$ cat config.mk
export PLATFORM = sky130hd
export DESIGN_NAME = amp_fault_supervisor_top
export DESIGN_NICKNAME = d
export VERILOG_FILES = /design/src/rtl/core/afs_pkg.sv /design/src/rtl/core/afs_cfg_regs.sv /design/src/rtl/core/afs_update.sv /design/src/rtl/core/amp_fault_supervisor_top.sv
export SDC_FILE = /design/constraint.sdc
export NUM_CORES = 1
export LEC_CHECK = 0
export ABC_AREA = 0
export BUFFER_PORTS_ARGS = -buffer_cell sky130_fd_sc_hd__buf_2
export CORE_MARGIN = 5
export CORE_UTILIZATION = 52
export DETAILED_ROUTE_END_ITERATION = 8
export GPL_ROUTABILITY_DRIVEN = 1
export PLACE_DENSITY = 0.84
export SLEW_MARGIN = 20
export SYNTH_ARGS = -nofsm -noshare
export SYNTH_HDL_FRONTEND = slang
export SYNTH_SLANG_ARGS = --single-unit
$ cat constraint.sdc
create_clock -name i_clk -period 4.2 [get_ports i_clk]
set_clock_uncertainty 0.1 [all_clocks]
set_input_delay 0.42 -clock i_clk [delete_from_list [all_inputs] [get_ports i_clk]]
set_output_delay 0.42 -clock i_clk [all_outputs]
set_load 0.03 [all_outputs]
$ cat src/rtl/core/afs_pkg.sv
// afs_pkg: shared types, codes and reset constants of the amplifier fault supervisor.
// Used by afs_cfg_regs, afs_update and amp_fault_supervisor_top; depends on nothing.

package afs_pkg;

    // Item kinds carried on the mode field; code three means nothing
    typedef enum logic [1:0] {
        MODE_TICK   = 2'd0,
        MODE_CLASSD = 2'd1,
        MODE_SUPPLY = 2'd2
    } t_mode;

    localparam logic [1:0] HOST_SHUTDOWN = 2'd2;

    // Register indexes, byte address is 4 * index
    typedef enum logic [2:0] {
        REG_OV_PROTECT = 3'd0,
        REG_OV_RECOVER = 3'd1,
        REG_OV_WARNING = 3'd2,
        REG_UV_PROTECT = 3'd3,
        REG_UV_RECOVER = 3'd4,
        REG_UV_WARNING = 3'd5,
        REG_TH_PROTECT = 3'd6,
        REG_TH_RECOVER = 3'd7
    } t_reg_idx;

    localparam int ADDR_W = 5;

    // Fault flag bit positions
    localparam int F_OV   = 0;
    localparam int F_UV   = 1;
    localparam int F_TH   = 2;
    localparam int F_OCD  = 3;
    localparam int F_OCPS = 4;

    // Warning flag bit positions
    localparam int W_OV = 0;
    localparam int W_UV = 1;
    localparam int W_TH = 2;

    localparam logic [15:0]        OV_PROTECT_RST = 16'd65535;
    localparam logic [15:0]        OV_RECOVER_RST = 16'd65000;
    localparam logic [15:0]        OV_WARNING_RST = 16'd64000;
    localparam logic [15:0]        UV_PROTECT_RST = 16'd0;
    localparam logic [15:0]        UV_RECOVER_RST = 16'd500;
    localparam logic [15:0]        UV_WARNING_RST = 16'd1000;
    localparam logic signed [8:0]  TH_PROTECT_RST = 9'sd100;
    localparam logic signed [8:0]  TH_RECOVER_RST = 9'sd85;

    typedef struct packed {
        logic [15:0]       ov_protect;
        logic [15:0]       ov_recover;
        logic [15:0]       ov_warning;
        logic [15:0]       uv_protect;
        logic [15:0]       uv_recover;
        logic [15:0]       uv_warning;
        logic signed [8:0] th_protect;
        logic signed [8:0] th_recover;
    } t_cfg;

    typedef struct packed {
        logic [1:0]        mode;
        logic [1:0]        host_state;
        logic [15:0]       battery_voltage;
        logic signed [8:0] temperature;
        logic [15:0]       elapsed_ms;
        logic              classd_fault;
    } t_item;

    typedef struct packed {
        logic [4:0]  fault;
        logic [2:0]  warning;
        logic        active;
        logic [1:0]  saved_host;
        logic [15:0] ptime;
        logic        supply_on;
        logic        stage_off;
    } t_state;

    // Per-item pulses that go with the state snapshot
    typedef struct packed {
        logic left;
        logic off;
    } t_pulse;

    localparam t_state STATE_RST = '{
        fault:      5'd0,
        warning:    3'd0,
        active:     1'b0,
        saved_host: 2'd0,
        ptime:      16'd0,
        supply_on:  1'b1,
        stage_off:  1'b0
    };

endpackage

$ cat src/rtl/core/afs_cfg_regs.sv
// afs_cfg_regs: APB-style register file holding the comparator levels.
// Depends on afs_pkg for the register indexes, the level struct and reset values.

module afs_cfg_regs (
    input  logic                       i_clk,
    input  logic                       i_rst_n,
    input  logic                       psel,
    input  logic                       penable,
    input  logic                       pwrite,
    input  logic [afs_pkg::ADDR_W-1:0] paddr,
    input  logic [31:0]                pwdata,
    output logic [31:0]                prdata,
    output logic                       pready,
    output afs_pkg::t_cfg              o_cfg
);

    afs_pkg::t_cfg    r_cfg;
    afs_pkg::t_reg_idx w_idx;
    logic             w_wr;

    assign w_idx  = afs_pkg::t_reg_idx'(paddr[afs_pkg::ADDR_W-1:2]);
    assign w_wr   = psel && penable && pwrite;
    assign pready = 1'b1;
    assign o_cfg  = r_cfg;

    always_ff @(posedge i_clk) begin
        if (!i_rst_n) begin
            r_cfg.ov_protect <= afs_pkg::OV_PROTECT_RST;
            r_cfg.ov_recover <= afs_pkg::OV_RECOVER_RST;
            r_cfg.ov_warning <= afs_pkg::OV_WARNING_RST;
            r_cfg.uv_protect <= afs_pkg::UV_PROTECT_RST;
            r_cfg.uv_recover <= afs_pkg::UV_RECOVER_RST;
            r_cfg.uv_warning <= afs_pkg::UV_WARNING_RST;
            r_cfg.th_protect <= afs_pkg::TH_PROTECT_RST;
            r_cfg.th_recover <= afs_pkg::TH_RECOVER_RST;
        end else if (w_wr) begin
            case (w_idx)
                afs_pkg::REG_OV_PROTECT: r_cfg.ov_protect <= pwdata[15:0];
                afs_pkg::REG_OV_RECOVER: r_cfg.ov_recover <= pwdata[15:0];
                afs_pkg::REG_OV_WARNING: r_cfg.ov_warning <= pwdata[15:0];
                afs_pkg::REG_UV_PROTECT: r_cfg.uv_protect <= pwdata[15:0];
                afs_pkg::REG_UV_RECOVER: r_cfg.uv_recover <= pwdata[15:0];
                afs_pkg::REG_UV_WARNING: r_cfg.uv_warning <= pwdata[15:0];
                afs_pkg::REG_TH_PROTECT: r_cfg.th_protect <= $signed(pwdata[8:0]);
                afs_pkg::REG_TH_RECOVER: r_cfg.th_recover <= $signed(pwdata[8:0]);
                default: ;
            endcase
        end
    end

    // Temperatures read back sign-extended
    always_comb begin
        case (w_idx)
            afs_pkg::REG_OV_PROTECT: prdata = {16'd0, r_cfg.ov_protect};
            afs_pkg::REG_OV_RECOVER: prdata = {16'd0, r_cfg.ov_recover};
            afs_pkg::REG_OV_WARNING: prdata = {16'd0, r_cfg.ov_warning};
            afs_pkg::REG_UV_PROTECT: prdata = {16'd0, r_cfg.uv_protect};
            afs_pkg::REG_UV_RECOVER: prdata = {16'd0, r_cfg.uv_recover};
            afs_pkg::REG_UV_WARNING: prdata = {16'd0, r_cfg.uv_warning};
            afs_pkg::REG_TH_PROTECT: prdata = 32'(r_cfg.th_protect);
            afs_pkg::REG_TH_RECOVER: prdata = 32'(r_cfg.th_recover);
            default:                 prdata = 32'd0;
        endcase
    end

endmodule

$ cat src/rtl/core/afs_update.sv
// afs_update: single-pass next-state logic of the supervisor for one item.
// Depends on afs_pkg for the item, level and state structs and the flag positions.

module afs_update #(
    parameter int RECOVER_PERIOD_MS = 3000,
    parameter int WARN_TEMP         = 75
) (
    input  afs_pkg::t_item  i_item,
    input  afs_pkg::t_cfg   i_cfg,
    input  afs_pkg::t_state i_st,
    output afs_pkg::t_state o_st,
    output afs_pkg::t_pulse o_pulse
);

    localparam logic [15:0]       RecoverMs = 16'(RECOVER_PERIOD_MS);
    localparam logic signed [8:0] WarnTemp  = 9'(WARN_TEMP);

    // Apply the protection drives; save the host state only on first entry
    function automatic afs_pkg::t_state f_enter(afs_pkg::t_state s, logic [1:0] host);
        afs_pkg::t_state r;
        r = s;
        if (s.fault[afs_pkg::F_UV] || s.fault[afs_pkg::F_OV] || s.fault[afs_pkg::F_OCPS]) begin
            r.supply_on = 1'b0;
            r.stage_off = 1'b1;
        end
        if (s.fault[afs_pkg::F_TH] || s.fault[afs_pkg::F_OCD]) begin
            r.stage_off = 1'b1;
        end
        if (!s.active) begin
            r.saved_host = host;
            r.active     = 1'b1;
        end
        return r;
    endfunction

    afs_pkg::t_state  n_st;
    logic [16:0]      w_sum;
    logic [15:0]      w_vb;
    logic signed [8:0] w_temp;

    assign w_vb   = i_item.battery_voltage;
    assign w_temp = i_item.temperature;
    assign w_sum  = {1'b0, i_st.ptime} + {1'b0, i_item.elapsed_ms};

    always_comb begin
        n_st    = i_st;
        o_pulse = '0;
        case (afs_pkg::t_mode'(i_item.mode))
            afs_pkg::MODE_TICK: begin
                if (i_st.active || i_item.host_state != afs_pkg::HOST_SHUTDOWN) begin
                    if (i_st.active) begin
                        n_st.ptime = w_sum[16] ? 16'hFFFF : w_sum[15:0];
                    end else begin
                        n_st.ptime = 16'd0;
                    end

                    // over-voltage band
                    if (w_vb >= i_cfg.ov_protect) begin
                        n_st.fault[afs_pkg::F_OV]   = 1'b1;
                        n_st.warning[afs_pkg::W_OV] = 1'b0;
                    end else if (w_vb > i_cfg.ov_recover) begin
                        n_st.warning[afs_pkg::W_OV] = !i_st.fault[afs_pkg::F_OV];
                    end else if (w_vb < i_cfg.ov_recover && w_vb >= i_cfg.ov_warning) begin
                        n_st.fault[afs_pkg::F_OV]   = 1'b0;
                        n_st.warning[afs_pkg::W_OV] = 1'b1;
                    end else begin
                        n_st.fault[afs_pkg::F_OV]   = 1'b0;
                        n_st.warning[afs_pkg::W_OV] = 1'b0;
                    end

                    // under-voltage band
                    if (w_vb <= i_cfg.uv_protect) begin
                        n_st.fault[afs_pkg::F_UV]   = 1'b1;
                        n_st.warning[afs_pkg::W_UV] = 1'b0;
                    end else if (w_vb < i_cfg.uv_recover) begin
                        n_st.warning[afs_pkg::W_UV] = !i_st.fault[afs_pkg::F_UV];
                    end else if (w_vb <= i_cfg.uv_warning) begin
                        n_st.fault[afs_pkg::F_UV]   = 1'b0;
                        n_st.warning[afs_pkg::W_UV] = 1'b1;
                    end else begin
                        n_st.fault[afs_pkg::F_UV]   = 1'b0;
                        n_st.warning[afs_pkg::W_UV] = 1'b0;
                    end

                    // thermal band; warning holds in the top band
                    if (w_temp >= i_cfg.th_protect) begin
                        n_st.fault[afs_pkg::F_TH] = 1'b1;
                    end else if (w_temp > i_cfg.th_recover) begin
                        n_st.warning[afs_pkg::W_TH] = !i_st.fault[afs_pkg::F_TH];
                    end else if (w_temp >= WarnTemp) begin
                        n_st.fault[afs_pkg::F_TH]   = 1'b0;
                        n_st.warning[afs_pkg::W_TH] = 1'b1;
                    end else begin
                        n_st.fault[afs_pkg::F_TH]   = 1'b0;
                        n_st.warning[afs_pkg::W_TH] = 1'b0;
                    end

                    if (n_st.fault != 5'd0) begin
                        if (!i_st.active) begin
                            n_st = f_enter(n_st, i_item.host_state);
                        end else if (n_st.ptime > RecoverMs) begin
                            // recovery period over: re-check the class-D pin
                            n_st.ptime = 16'd0;
                            if (n_st.fault[afs_pkg::F_OCD] && !i_item.classd_fault) begin
                                n_st.fault[afs_pkg::F_OCD] = 1'b0;
                            end
                        end
                    end else if (i_st.active) begin
                        n_st.active    = 1'b0;
                        n_st.supply_on = 1'b1;
                        n_st.stage_off = 1'b0;
                        o_pulse.left   = 1'b1;
                    end
                end
            end
            afs_pkg::MODE_CLASSD: begin
                if (i_item.classd_fault) begin
                    n_st.fault[afs_pkg::F_OCD] = 1'b1;
                    n_st = f_enter(n_st, i_item.host_state);
                end
            end
            afs_pkg::MODE_SUPPLY: begin
                n_st.fault[afs_pkg::F_OCPS] = 1'b1;
                n_st        = f_enter(n_st, i_item.host_state);
                o_pulse.off = 1'b1;
            end
            default: ;
        endcase
    end

    assign o_st = n_st;

endmodule

$ cat src/rtl/core/amp_fault_supervisor_top.sv
// amp_fault_supervisor_top: amplifier fault supervisor, input register, update logic,
// result register. Depends on afs_pkg, afs_cfg_regs and afs_update.
//
//  channel   direction  handshake                 payload
//  in        sink       i_in_valid / o_in_ready   mode, host_state, battery_voltage,
//                                                 temperature, elapsed_ms, classd_fault
//  out       source     o_out_valid / i_out_ready in_protection, leave_protection,
//                                                 restore_state, supply_enable,
//                                                 classd_disable, amp_off, fault/warning
//  cfg       APB slave  psel, penable, pwrite     paddr, pwdata, prdata, pready
//
// Flow: one beat per clock sustained while i_out_ready is high; an accepted beat is
//   loaded into the input register, and the update logic loads the result and state
//   registers from it when that beat advances.
// The rate is set by the state feedback loop: the update of one item is combinational
//   and reads the state registers written by the item before it.
// Reset: synchronous, active low; clears both valid flags, the state (supply running)
//   and the levels to their defaults.
// Stalls: a full result register holds while i_out_ready is low; the input register then
//   holds its beat and o_in_ready drops only when both stages are full.

module amp_fault_supervisor_top #(
    parameter int RECOVER_PERIOD_MS = 3000,
    parameter int WARN_TEMP         = 75
) (
    input  logic                       i_clk,
    input  logic                       i_rst_n,
    // input beats
    input  logic                       i_in_valid,
    output logic                       o_in_ready,
    input  logic [1:0]                 i_mode,
    input  logic [1:0]                 i_host_state,
    input  logic [15:0]                i_battery_voltage,
    input  logic signed [8:0]          i_temperature,
    input  logic [15:0]                i_elapsed_ms,
    input  logic                       i_classd_fault,
    // result beats
    output logic                       o_out_valid,
    input  logic                       i_out_ready,
    output logic                       o_in_protection,
    output logic                       o_leave_protection,
    output logic [1:0]                 o_restore_state,
    output logic                       o_supply_enable,
    output logic                       o_classd_disable,
    output logic                       o_amp_off,
    output logic [4:0]                 o_fault_flags,
    output logic [2:0]                 o_warning_flags,
    // configuration
    input  logic                       psel,
    input  logic                       penable,
    input  logic                       pwrite,
    input  logic [afs_pkg::ADDR_W-1:0] paddr,
    input  logic [31:0]                pwdata,
    output logic [31:0]                prdata,
    output logic                       pready
);

    afs_pkg::t_cfg   w_cfg;
    afs_pkg::t_item  r_item;
    logic            r_in_vld;
    afs_pkg::t_state r_st;
    afs_pkg::t_state n_st;
    afs_pkg::t_pulse n_pulse;
    afs_pkg::t_state r_res;
    afs_pkg::t_pulse r_res_pulse;
    logic            r_out_vld;
    logic            w_adv;

    afs_cfg_regs u_cfg (
        .i_clk   (i_clk),
        .i_rst_n (i_rst_n),
        .psel    (psel),
        .penable (penable),
        .pwrite  (pwrite),
        .paddr   (paddr),
        .pwdata  (pwdata),
        .prdata  (prdata),
        .pready  (pready),
        .o_cfg   (w_cfg)
    );

    afs_update #(
        .RECOVER_PERIOD_MS (RECOVER_PERIOD_MS),
        .WARN_TEMP         (WARN_TEMP)
    ) u_update (
        .i_item  (r_item),
        .i_cfg   (w_cfg),
        .i_st    (r_st),
        .o_st    (n_st),
        .o_pulse (n_pulse)
    );

    // Advance the held beat when the result register is free or draining
    assign w_adv      = r_in_vld && (!r_out_vld || i_out_ready);
    assign o_in_ready = !r_in_vld || w_adv;

    // Input register
    always_ff @(posedge i_clk) begin
        if (!i_rst_n) begin
            r_in_vld <= 1'b0;
        end else if (o_in_ready) begin
            r_in_vld <= i_in_valid;
        end
    end

    always_ff @(posedge i_clk) begin
        if (o_in_ready && i_in_valid) begin
            r_item.mode            <= i_mode;
            r_item.host_state      <= i_host_state;
            r_item.battery_voltage <= i_battery_voltage;
            r_item.temperature     <= i_temperature;
            r_item.elapsed_ms      <= i_elapsed_ms;
            r_item.classd_fault    <= i_classd_fault;
        end
    end

    // State and result registers; commit state once per advanced beat
    always_ff @(posedge i_clk) begin
        if (!i_rst_n) begin
            r_st      <= afs_pkg::STATE_RST;
            r_out_vld <= 1'b0;
        end else if (w_adv) begin
            r_st      <= n_st;
            r_out_vld <= 1'b1;
        end else if (i_out_ready) begin
            r_out_vld <= 1'b0;
        end
    end

    always_ff @(posedge i_clk) begin
        if (w_adv) begin
            r_res       <= n_st;
            r_res_pulse <= n_pulse;
        end
    end

    assign o_out_valid        = r_out_vld;
    assign o_in_protection    = r_res.active;
    assign o_leave_protection = r_res_pulse.left;
    assign o_restore_state    = r_res.saved_host;
    assign o_supply_enable    = r_res.supply_on;
    assign o_classd_disable   = r_res.stage_off;
    assign o_amp_off          = r_res_pulse.off;
    assign o_fault_flags      = r_res.fault;
    assign o_warning_flags    = r_res.warning;

    // Any set fault flag means the block is in protection
    a_fault_implies_prot: assert property (@(posedge i_clk) disable iff (!i_rst_n)
        o_out_valid && (o_fault_flags != 5'd0) |-> o_in_protection)
        else $error("fault flag set outside protection");

    // Leaving protection leaves the drives released
    a_leave_released: assert property (@(posedge i_clk) disable iff (!i_rst_n)
        o_out_valid && o_leave_protection |->
            !o_in_protection && o_supply_enable && !o_classd_disable)
        else $error("leave pulse with protection drives active");

    // Power-off request comes with the supply dropped and the stage disabled
    a_off_drives: assert property (@(posedge i_clk) disable iff (!i_rst_n)
        o_out_valid && o_amp_off |-> !o_supply_enable && o_classd_disable)
        else $error("amp_off without protection drives");

    // Supply over-current latch never clears
    a_ocps_latched: assert property (@(posedge i_clk) disable iff (!i_rst_n)
        $past(i_rst_n) && $past(r_st.fault[afs_pkg::F_OCPS]) |->
            r_st.fault[afs_pkg::F_OCPS])
        else $error("supply current latch cleared");

    // An empty result register never blocks input
    a_ready_when_empty: assert property (@(posedge i_clk) disable iff (!i_rst_n)
        !r_out_vld |-> o_in_ready)
        else $error("input stalled with empty result register");

endmodule

# Word level (Yosys, flattened, before mapping)
# Index checks and enable logic that the tools add are counted.
# W data, S select, Z words.
[classes] add_sub_neg=1 bitwise_logic=4 n_mux=49 n_lt_le_gt_ge=11 shifts=0 n_mul=0 n_div=0 eq_ne=10 reduce_logical=34
[op_table] cell="$pmux W32 S8" n=1
[op_table] cell="$mux W16" n=6
[op_table] cell="$pmux W29 S3" n=1
[op_table] cell="$mux W28" n=2
[op_table] cell="$ge A16 B16 Y1" n=2
[op_table] cell="$le A16 B16 Y1" n=2
[op_table] cell="$lt A16 B16 Y1" n=2
[op_table] cell="$mux W1" n=30
[op_table] cell="$mux W18" n=1
[op_table] cell="$add A16 B16 Y17" n=1
[op_table] cell="$gt A16 B12 Y1 const B" n=1
[op_table] cell="$gt A16 B16 Y1" n=1
[op_table] cell="$reduce_and A2 Y1" n=8
[op_table] cell="$mux W2" n=7
[op_table] cell="$eq A3 B3 Y1 const B" n=4
[op_table] cell="$ge A9 B8 Y1 const B" n=1
[op_table] cell="$ge A9 B9 Y1" n=1
[op_table] cell="$gt A9 B9 Y1" n=1
[op_table] cell="$logic_or A1 B1 Y1" n=8
[op_table] cell="$mux W7" n=1
[op_table] cell="$eq A3 B2 Y1 const B" n=2
[op_table] cell="$logic_and A1 B1 Y1" n=6
[op_table] cell="$logic_not A1 Y1" n=6
[op_table] cell="$reduce_and A5 Y1" n=1
[op_table] cell="10 further kinds" n=13
[totals] input_bits=90 n_memories=0 word_cells=140 output_inout_bits=50 ff_bits=206 romBits=0 mem_bits_rw=0 latchBits=0

# Logic depth before layout (Yosys ltp)
[logic_depth] word_depth=13 mapped_depth=13 ltp_nobuf=12

# Cells and area by module
# Synthesis repeated with hierarchy kept, for this count alone.
[unflattened] cells_unflattened=1533 hier_area_um2=13057.5
[by_module_without_submodules] module="afs_cfg_regs" area_per_inst_um2=5452.7 cells_per_inst=693 instances=1
[by_module_without_submodules] module="afs_update" area_per_inst_um2=4523.1 cells_per_inst=643 instances=1
[by_module_without_submodules] module="amp_fault_supervisor_top" area_per_inst_um2=3081.7 cells_per_inst=197 instances=1

# Least setup slack after synthesis
# OpenSTA, ideal clock, no wires.
[synth_path] kind="register to register" from="register r_item[40] (netlist bit)" to="register r_res, in the netlist o_classd_disable (data pin)" path_buffers=1 path_stages_with_launch=13 setup_ns=0.275 t_required_ns=3.825 setup_slack_ns=0.875 arrival_time_ns=2.950 path_cell_list="edfxtp_1 ha_1 a21oi_1 nand2_1 a221o_1 or3_1 a311o_1 or3_4 nor3_4 buf_6 nand2_1 nand2_1 o221ai_1"
[synth_lines] element="start, declared" line_no="amp_fault_supervisor_top.sv:59" source="afs_pkg::t_item r_item;"
[synth_lines] element="end signal, assigned" line_no="amp_fault_supervisor_top.sv:132" source="r_res <= n_st;"
[synth_lines] element="end, declared" line_no="amp_fault_supervisor_top.sv:64" source="afs_pkg::t_state r_res;"

# Worst setup path after layout
[layout_path] from="register r_item[33] (netlist bit)" to="register r_st[11] (netlist bit)"
[layout_via] elab_chain_len=9 word_cells_on_any_way=16 cone_classes="order compare: 4; mux: 11; reduce/logical: 1"
[layout_lines] element="$gt A16 B16 Y1 or $lt A16 B16 Y1 (tied branches)" line_no="afs_update.sv:61, afs_update.sv:75"
[layout_lines] element="$mux W1, on equally long branches" line_no="afs_update.sv:61, afs_update.sv:75"
[layout_lines] element="$mux W1, on equally long branches" line_no="afs_update.sv:58, afs_update.sv:72"
[layout_lines] element="$mux W1" line_no="afs_update.sv:50" source="if (i_st.active || i_item.host_state != afs_pkg::HOST_SHUTDOWN) begin"
[layout_lines] element="$mux W1" line_no="afs_update.sv:48" source="case (afs_pkg::t_mode'(i_item.mode))"
[layout_lines] element="$reduce_bool A5 Y1 *" line_no="afs_update.sv:98" source="if (n_st.fault != 5'd0) begin"
[layout_lines] element="$mux W18 *" line_no="afs_update.sv:98"
[layout_lines] element="$mux W28 *" line_no="afs_update.sv:50"
[layout_lines] element="$pmux W29 S3 *" line_no="afs_update.sv:48"
[layout_lines] element="end signal, assigned" line_no="amp_fault_supervisor_top.sv:120" source="r_st <= afs_pkg::STATE_RST;"
[layout_lines] element="end signal, assigned" line_no="amp_fault_supervisor_top.sv:123" source="r_st <= n_st;"
[layout_lines] element="end, declared" line_no="amp_fault_supervisor_top.sv:61" source="afs_pkg::t_state r_st;"
# Every way passes the cells marked *; elsewhere a longest branch is shown, timed or not. The select of a mux whose other input is x is not followed.
# A chain may end at the register's enable or synchronous reset.

==> impl_metrics.json <==
{
  "post-route-cell-area_sq_mm": 0.0142,
  "drt_iter0_markers": 928,
  "nFillCells": 1987,
  "post_synth_inst_count": 1395,
  "dpl-instance-area_sq_mm": 0.0129,
  "worstMarginPinSlew_ns": 0.914,
  "setup_slack_at_placement_ns": 0.321,
  "drt_wl_total_mm": 35.9,
  "via_count": 10897,
  "crit_path_max_incr_delay_ns": 0.52,
  "clock_sink_count": 206,
  "top_level_ports": 140,
  "ys_ff_latch": 206,
  "grt_overflow": 0,
  "timing_worst_setup_path_type": "flip-flop to flip-flop",
  "gp_routability_congestion": 0.941,
  "synth.yosys.warnings": 0,
  "cts_max_level": 1,
  "synth_fp_nets": 1615,
  "crit_start": "r_item[33]",
  "grt_use_total": 0.267,
  "nNetsFinal": 1748,
  "chipWidth_um": 163,
  "std_cell_rows": 56,
  "end_kind": "flip-flop",
  "power_density_mw_per_mm2": 343,
  "register_area_sq_mm": 0.00473,
  "final.setup.tns_ns": 0,
  "insertedDiodeCount": 0,
  "timing.fmax_ghz": 0.257,
  "synth_enable_flop_cells": 61,
  "post_cts_resize_count": 0,
  "final.min_clock_period_ns": 3.90,
  "antenna_violations_before_repair": 3,
  "synth.lib_cells_used.distinct": 69,
  "crit_chain": "ha_1 -> a21oi_1 -> o21ai_1 -> a221o_1 -> or3_1 -> a311o_1 -> or3_4 -> nor3_4 -> o21ai_1 -> o21ai_0",
  "numPortBuffers": 120,
  "slew_headroom": 0.390,
  "avgRoutedWirePerCell_um": 19.3,
  "synth_seq_area_share": 0.390,
  "synth_flop_cell": "dfxtp_1",
  "viasPerCell": 5.85,
  "final_min_period_over_clock_period": 0.928,
  "number_of_maximum_capacitance_violations": 0,
  "drtAntennaViolNets": 0,
  "fin_ws_ns": 0.304,
  "slowest_stage_cell_on_the_critical_path": "edfxtp_1",
  "outcome": "complete, no violations",
  "multi_input_area_sq_mm": 0.00655,
  "cts.path.max_buffers": 3,
  "hold_viol_final": 0,
  "fp.dieH_um": 163,
  "cts_tree": "yes",
  "worst_setup_hold_path_clk_slew_ns": 0.06,
  "area_delta_synth_final_pct": 16.9,
  "final_core_utilization": 0.610,
  "crit_path_frequent_cell": "o21ai_1",
  "place.detailed.hpwl_mm": 25.5,
  "final-max-slew-violation-count": 0,
  "first_pass_grt_wire_length_mm": 56.4,
  "r2r-start": "r_item[33]",
  "worst_ep_required_time_ns": 4.54,
  "critical_path_peak_fanout": 12,
  "post_synth_instance_area_sq_mm": 0.0121,
  "drc": 0,
  "synth-async-reset-ratio": 0,
  "ctsRootBufferMaster": "clkbuf_16",
  "initial_core_util": 0.522,
  "unrepaired_setup_endpoints_after_global_routing": "no",
  "min_from": "i_battery_voltage[5]",
  "worstSkewPairLatency_ns": 0.53,
  "first_global_vias": 10665,
  "numCtsBuffers": 24,
  "detailedRoute.firstPassIterationCount": 6,
  "synthesis.area_per_instance_sq_um": 8.70,
  "cp_data_arrival_time_ns": 4.23,
  "vdd_ir_drop_max_mv": 0.309,
  "leak_nw": 6.03,
  "drive_gt1_frac": 0.131,
  "core_area_sq_mm": 0.0233,
  "die_area_sq_mm": 0.0265,
  "grt_start_max_net_pins": 84,
  "crit_path_start_kind": "flip-flop",
  "holdCritPathClass": "primary input to flip-flop",
  "report.final.setup_viol": 0
}
==> per-stage QoR <==
stage | hold WS, ns | power (mW) | std cells
5_1_grt | 0.0133 | 5.04 | 1863
3_5_place_dp | 0.348 | 2.74 | 1776
6_report | 0.0151 | 4.87 | 1863
4_1_cts | 0.00201 | 4.90 | 1863
2_1_floorplan | 0.329 | 2.55 | 1395
3_3_place_gp | 0.338 | 2.73 | 1776
==> critical path: cells and delay by family (launching register included) <==
family,cells,cell delay (ns)
fa+ha+maj,1,0.39
compound gates,6,1.62
flops,1,0.52
simple gates,3,1.18
==> state kept, by name (all words and copies together), names as in the netlist, 2 cells and up <==
register	flops
o_restore_state	2
r_st	29
o_warning_flags	3
o_fault_flags	5
r_item	46
u_cfg.o_cfg	114
==> path summary, 6_finish.rpt <==
kind                              endpoint  slack, ns  cells past startpoint
worst max register to register    r_st[11]       0.30                     10
worst max-delay path              r_st[11]       0.30                     10
worst min-delay path            r_item[31]       0.02                      1
worst min register to register     r_st[7]       0.36                      2
==> routing by layer <==
layer / global-route usage / vias to the layer above / wire (um)
li1: - / 5182 / -
met1: 0.343 / 5135 / 14500
met2: 0.455 / 485 / 16900
met3: 0.0516 / 89 / 3260
met4: 0.0839 / 6 / 1170
met5: 0 / - / 33
==> layout by cell type (no fill, tap or decap), types with 4 or more instances in the layout <==
cell type / count
a211o_1: 5
a211oi_1: 10
a21boi_0: 64
a21o_1: 20
a21oi_1: 73
a221oi_1: 13
a22oi_1: 6
a31oi_1: 10
and2_1: 5
buf_2: 119
buf_4: 24
clkbuf_16: 26
clkinv_2: 5
dfxtp_1: 145
dlygate4sd3_1: 45
edfxtp_1: 61
ha_1: 129
inv_1: 128
mux2i_1: 23
mux4_2: 4
nand2_1: 237
nand2b_1: 13
nand3_1: 16
nand4_1: 19
nor2_1: 76
nor2b_1: 23
nor3_1: 15
nor3b_1: 4
o211ai_1: 57
o21a_1: 13
o21ai_0: 59
o21ai_1: 5
o221ai_1: 9
o31ai_1: 5
or2_2: 5
xnor2_1: 8
==> synthesized netlist by cell type, drive strengths merged, types with 23 or more instances <==
master / n / area (sq um)
a21boi: 66 / 495
a21oi: 75 / 383
buf: 30 / 200
clkbuf: 51 / 194
dfxtp: 145 / 2900
edfxtp: 61 / 1830
ha: 129 / 1610
inv: 128 / 480
mux2i: 23 / 230
nand2: 237 / 890
nor2: 77 / 289
nor2b: 23 / 144
o211ai: 57 / 428
o21ai: 64 / 320
==> power breakdown <==
group / switching, mW / internal (mW) / leakage [nW]
registers: 0.0519 / 2.11 / 1.76
clock network: 0.850 / 1.28 / 0.401
logic: 0.357 / 0.227 / 3.86
total: 1.26 / 3.61 / 6.03
==> what timing repair did <==
action | CTS | global route
setup buffers | 0 | 0
endpoints found under the hold margin | 45 | 0
hold buffers | 45 | 0
==> kinds of logic after synthesis <==
| logic type | after synthesis | synth area share |
|---|---|---|
| buffers and inverters | 209 | 0.0720 |
| AO/OA/AOI/OAI | 380 | 0.212 |
| flip-flops | 206 | 0.390 |
| adder cells (fa/ha/maj) | 130 | 0.135 |
| other | 1 | 0.000309 |
| multiplexers | 28 | 0.0273 |
| XOR/XNOR | 11 | 0.00793 |
| AND/OR/NAND/NOR | 430 | 0.156 |
==> cell type report <==
type                    instances  share of cell area
clock inverters                11             0.00811
multi-input cells             980               0.462
repair buffers                188              0.0864
inverters                     128              0.0338
well taps                     319              0.0281
clock buffers                  31              0.0486
flip-flops and latches        206               0.333
Power figures use the tool's default switching activity.
